**config.mk**
```make
export PLATFORM = sky130hd
export DESIGN_NAME = bqe_back
export DESIGN_NICKNAME = d
export VERILOG_FILES = /design/src/design/bqe_pkg.sv /design/src/design/bqe_back.sv
export SDC_FILE = /design/constraint.sdc
export NUM_CORES = 1
export LEC_CHECK = 0
export ABC_AREA = 0
export BUFFER_PORTS_ARGS = -buffer_cell sky130_fd_sc_hd__clkbuf_2
export CAP_MARGIN = 30
export CORE_AREA = 2 2 204 206
export DETAILED_ROUTE_END_ITERATION = 6
export DIE_AREA = 0 0 206 208
export GPL_TIMING_DRIVEN = 0
export PLACE_DENSITY = 0.72
export SYNTH_ARGS = -nofsm -noshare
export SYNTH_HDL_FRONTEND = slang
export SYNTH_SLANG_ARGS = --single-unit
```
**constraint.sdc**
```tcl
create_clock -name i_clk -period 7.8 [get_ports i_clk]
set_clock_uncertainty 0.05 [all_clocks]
set_input_delay 1.17 -clock i_clk [delete_from_list [all_inputs] [get_ports i_clk]]
set_output_delay 1.17 -clock i_clk [all_outputs]
set_load 0.005 [all_outputs]
```
**src/design/bqe_pkg.sv**
```systemverilog
`default_nettype none
package bqe_pkg;

    localparam int POS_W = 32;
    localparam int CAM_W = 16;
    localparam int SIZE_W = 24;
    localparam int UV_W = 16;
    localparam int EXT_W = 26;
    localparam int PROD_W = CAM_W + SIZE_W + 1;
    localparam int SUM_W = POS_W + 2;
    localparam int NUM_REGS = 6;
    localparam int REG_IDX_W = 3;
    localparam int NUM_VERTS = 6;
    localparam int VERT_IDX_W = 3;
    localparam int QUEUE_DEPTH = 4;

    localparam logic [1:0] SLOT_INVALID = 2'd3;

    // Bit k set means the corner of vertex k takes the plus sign.
    // The u corner follows the right sign and the v corner the up sign.
    localparam logic [NUM_VERTS-1:0] CORNER_R_POS = 6'b110010;
    localparam logic [NUM_VERTS-1:0] CORNER_U_POS = 6'b010011;

    typedef enum logic [REG_IDX_W-1:0] {
        REG_CAM_RIGHT_X = 3'd0,
        REG_CAM_RIGHT_Y = 3'd1,
        REG_CAM_RIGHT_Z = 3'd2,
        REG_CAM_UP_X    = 3'd3,
        REG_CAM_UP_Y    = 3'd4,
        REG_CAM_UP_Z    = 3'd5
    } t_reg_idx;

    localparam logic [CAM_W-1:0] CAM_ONE = 16'h4000;

    typedef logic [EXT_W-1:0] t_ext;
    typedef logic [POS_W-1:0] t_pos;

    typedef struct packed {
        t_pos [2:0]      pos;
        t_ext [2:0]      hr;
        t_ext [2:0]      hu;
        logic [UV_W-1:0] u0;
        logic [UV_W-1:0] v0;
        logic [UV_W-1:0] u1;
        logic [UV_W-1:0] v1;
        logic [31:0]     color;
        logic [1:0]      slot;
    } t_bqe_job;

    typedef struct packed {
        t_pos [2:0]      pos;
        logic [UV_W-1:0] tex_u;
        logic [UV_W-1:0] tex_v;
        logic [1:0]      page_index;
        logic [7:0]      red;
        logic [7:0]      green;
        logic [7:0]      blue;
        logic [7:0]      alpha;
        logic            slot_error;
        logic            last;
    } t_bqe_vert;

endpackage
`default_nettype wire

```
**src/design/bqe_back.sv**
```systemverilog
`default_nettype none
module bqe_back (
    input  wire logic              i_clk,
    input  wire logic              i_rst_n,
    input  wire logic              i_job_valid,
    input  wire bqe_pkg::t_bqe_job i_job,
    output logic                   o_pop,
    output logic                   o_valid,
    input  wire logic              i_ready,
    output bqe_pkg::t_bqe_vert     o_vert
);
    import bqe_pkg::*;

    logic [VERT_IDX_W-1:0]   r_k;
    logic                    r_valid;
    t_bqe_vert               r_vert;
    t_bqe_vert               n_vert;
    logic                    load, is_err, is_last, r_pos_sign, u_pos_sign;
    logic signed [SUM_W-1:0] sum [3];

    assign load       = i_job_valid && (!r_valid || i_ready);
    assign is_err     = i_job.slot == SLOT_INVALID;
    assign is_last    = is_err || (r_k == VERT_IDX_W'(NUM_VERTS - 1));
    assign o_pop      = load && is_last;
    assign r_pos_sign = CORNER_R_POS[r_k];
    assign u_pos_sign = CORNER_U_POS[r_k];

    always_comb begin
        for (int a = 0; a < 3; a++) begin
            sum[a] = SUM_W'($signed(i_job.pos[a]))
                   + (r_pos_sign ? SUM_W'($signed(i_job.hr[a]))
                                 : -SUM_W'($signed(i_job.hr[a])))
                   + (u_pos_sign ? SUM_W'($signed(i_job.hu[a]))
                                 : -SUM_W'($signed(i_job.hu[a])));
        end
    end

    always_comb begin
        n_vert = '0;
        n_vert.last = is_last;
        if (is_err) begin
            n_vert.slot_error = 1'b1;
        end else begin
            for (int a = 0; a < 3; a++) begin
                if (sum[a] > SUM_W'(32'sh7fffffff)) begin
                    n_vert.pos[a] = 32'h7fffffff;
                end else if (sum[a] < -SUM_W'(64'sh80000000)) begin
                    n_vert.pos[a] = 32'h80000000;
                end else begin
                    n_vert.pos[a] = sum[a][POS_W-1:0];
                end
            end
            n_vert.tex_u      = r_pos_sign ? i_job.u1 : i_job.u0;
            n_vert.tex_v      = u_pos_sign ? i_job.v1 : i_job.v0;
            n_vert.page_index = i_job.slot;
            n_vert.red        = i_job.color[23:16];
            n_vert.green      = i_job.color[15:8];
            n_vert.blue       = i_job.color[7:0];
            n_vert.alpha      = i_job.color[31:24];
        end
    end

    always_ff @(posedge i_clk) begin
        if (!i_rst_n) begin
            r_valid <= 1'b0;
            r_k     <= '0;
        end else begin
            if (load) begin
                r_valid <= 1'b1;
                r_k     <= is_last ? '0 : r_k + 1'b1;
            end else if (i_ready) begin
                r_valid <= 1'b0;
            end
        end
    end

    always_ff @(posedge i_clk) begin
        if (load) begin
            r_vert <= n_vert;
        end
    end

    assign o_valid = r_valid;
    assign o_vert  = r_vert;

endmodule
`default_nettype wire

```
==> results.cfg <==
[status]
outcome = complete, no violations

[timing]
whs_ns = 0.4726
tightestPinTransition_ns = 0.9943
rsz0062_at_grt = false
setup_ws_ns = 0.9038
hold_violations = 0
max-slew-margin-rel = 0.3372
fin_tns_setup_ns = 0
max_freq_ghz = 0.1450
final_max_slew_viol_count = 0
fin_crit_sh = 0.8841
finalCriticalPeriod_ns = 6.896
setup_viol = 0

[clock_network]
cts_tree = built
clk_latency_ns = 0.48
root_buffer = clkbuf_16
clk_pin_slew_ns = 0.09
cts_resized = 0
clock-sinks = 170
cts-buffers-inserted = 17
cts.htree.levels = 4
cts_setup_buffers = 0
cts.path.max_buffers = 2
hold_buffers = 0

[final_layout]
final_nets = 3239
drive_gt1_frac = 0.2359
nFillCells = 3703
fin_cells = 3228
final_area_mm2 = 0.02280
area_growth_pct = 21.23
utilization = 0.5622

[synthesis]
synth_cell_type_count = 96
synth_common_cells = 345 x inv_1, 200 x a21oi_1, 197 x xnor2_1
yosys_warnings = 0
syn_nets = 2699
synth_seq_cells = 170
yosysSeqAreaShare = 0.2682
synth_top_area_cell = edfxtp_1
synth_most_common_cell = inv_1
synth.top_cell.area_share = 0.2619
async_flop_share = 0
synth-edff-count = 164
postSynthAreaPerCell_um2 = 8.792
syn_inst = 2139
syn_area_mm2 = 0.01881
synth_ff_type = edfxtp_1
synth.area.top_cells = edfxtp_1 26%, fa_1 11%, xnor2_1 9.2%

[route]
drt_iter0_drc = 1174
antenna_left = 0
wire_per_inst_um = 20.50
drc = 0
vias_per_cell = 5.437
dr.pass1.iters = 7
drt-total-wl_um = 66170
vias = 17550

[worst_hold_path]
hp-start = o_valid$_SDFFE_PN0P_
hold-path-cell-count = 2
hold_path_class = reg -> reg
min_to = o_valid$_SDFFE_PN0P_

[worst_setup_path]
cp-end-kind = flop
rrSetupSlack_ns = 1.35
criticalPathCategory = in -> reg
cp-start-kind = input pin
worstRegToRegCells = 19
crit_fanout = 10
rr_endpoint = o_vert[118]$_SDFFCE_PP0P_
cp.required_ns = 8.08
rr_startpoint = u_pos_sign$_DFF_P_
crit_start = i_job[133]
cp.arrival_ns = 7.18

[place]
hpwl_um = 55610
dp_cells = 3191
dpl_cell_area_mm2 = 0.02215
routabilityCongestion = 1.009
place_ws_ns = 0.5502
io_buffers = 515

[grt]
grt_usage = 0.3084
grt_max_degree = 98
grt_pass1_vias = 17590
overflow = 0
antenna_found_initial = 7
grt_pass1_wl_um = 99690

[die]
core_mm2 = 0.04055
die_area_mm2 = 0.04285
rows = 74
die_y_um = 208
pin_count = 520
start_util = 0.4637
dieWidth_um = 206

[run]
drv_cap = 0

[pwr]
power_mw = 6.624
p_per_area_mw_per_mm2 = 290.5
p_leak_nw = 11.00
ir_drop_v = 0.0001700
routing by layer:
| metal | vias up | wire length, um | track usage |
|---|---|---|---|
| met3 | 131 | 4746 | 0.06328 |
| met5 | - | 34 | 0 |
| li1 | 8388 | - | - |
| met2 | 707 | 31970 | 0.5300 |
| met1 | 8320 | 26610 | 0.3699 |
| met4 | 6 | 2807 | 0.1369 |
critical path: stages:
cell	delay, ns
clkbuf_2	0.12
nor4_1	0.71
and3_1	0.31
nor2b_1	0.20
nor2b_1	0.44
a311oi_1	0.24
a21oi_1	0.25
fa_1	0.45
inv_1	0.07
ha_1	0.31
a21oi_1	0.29
o22ai_1	0.12
a2111oi_0	0.50
o21ai_0	0.17
o21ai_0	0.55
o31ai_2	0.24
xnor2_4	0.37
nand3_4	0.24
buf_2	0.29
o21ai_1	0.11
sequential cells by signal, summed over array words and instances (netlist names):
register    flops
o_valid         1
o_vert        164
r_k             3
r_pos_sign      1
u_pos_sign      1
how the worst max path moves through the flow:
| stage | depth (start not counted) | to |
|---|---|---|
| 2_1_floorplan | 20 | o_vert[81]$_SDFFCE_PP0P_ |
| 3_3_place_gp | 18 | o_vert[124]$_SDFFCE_PP0P_ |
| 3_5_place_dp | 21 | o_vert[118]$_SDFFCE_PP0P_ |
| 4_1_cts | 19 | o_vert[118]$_SDFFCE_PP0P_ |
| 5_1_grt | 20 | o_vert[112]$_SDFFCE_PP0P_ |
| 6_report | 20 | o_vert[118]$_SDFFCE_PP0P_ |
power by group:
group          switching [mW]  total (mW)  internal [mW]
sequential              0.103        1.59           1.48
combinational            2.46        4.10           1.64
clock                   0.490       0.936          0.446
cells in the final DEF (no fill, tap or decap), types with 11 or more instances in the layout:
| master | instances |
|---|---|
| o21a_1 | 17 |
| and3_1 | 15 |
| o21ai_2 | 12 |
| xnor2_1 | 197 |
| nand3_1 | 24 |
| clkbuf_2 | 515 |
| a21o_1 | 74 |
| nand2_1 | 72 |
| o21bai_1 | 15 |
| o21ai_0 | 58 |
| xor2_1 | 40 |
| and2_1 | 48 |
| nor4_1 | 20 |
| a31oi_1 | 24 |
| nor3_1 | 47 |
| edfxtp_1 | 164 |
| nor2_1 | 181 |
| o21ai_1 | 60 |
| fa_1 | 102 |
| inv_1 | 344 |
| nand2b_1 | 14 |
| nand4_1 | 11 |
| clkbuf_1 | 49 |
| mux2i_1 | 45 |
| clkbuf_16 | 17 |
| a21oi_1 | 200 |
| ha_1 | 104 |
| nor2b_1 | 13 |
final cells by class:
type / instances / area [um2] / area share
multi-input combinational: 1547 / 12100 / 0.5308
sequential: 170 / 5045 / 0.2213
timing repair buffer: 521 / 2680 / 0.1176
inverter: 346 / 1306 / 0.05729
tap: 532 / 665.6 / 0.02920
clock buffer: 17 / 425.4 / 0.01866
buffer: 76 / 360.3 / 0.01581
clock inverter: 15 / 203.9 / 0.008945
antenna: 4 / 10.01 / 0.0004390
cell families after synthesis:
logic type | synth area share
muxes | 0.02754
adders and majority gates | 0.1778
DFF | 0.2682
AOI/OAI and AO/OA | 0.1842
and+or+nand+nor | 0.1379
buffers and inverters | 0.08822
xor gates and xnor gates | 0.1162
(Power assumes the default switching activity.)
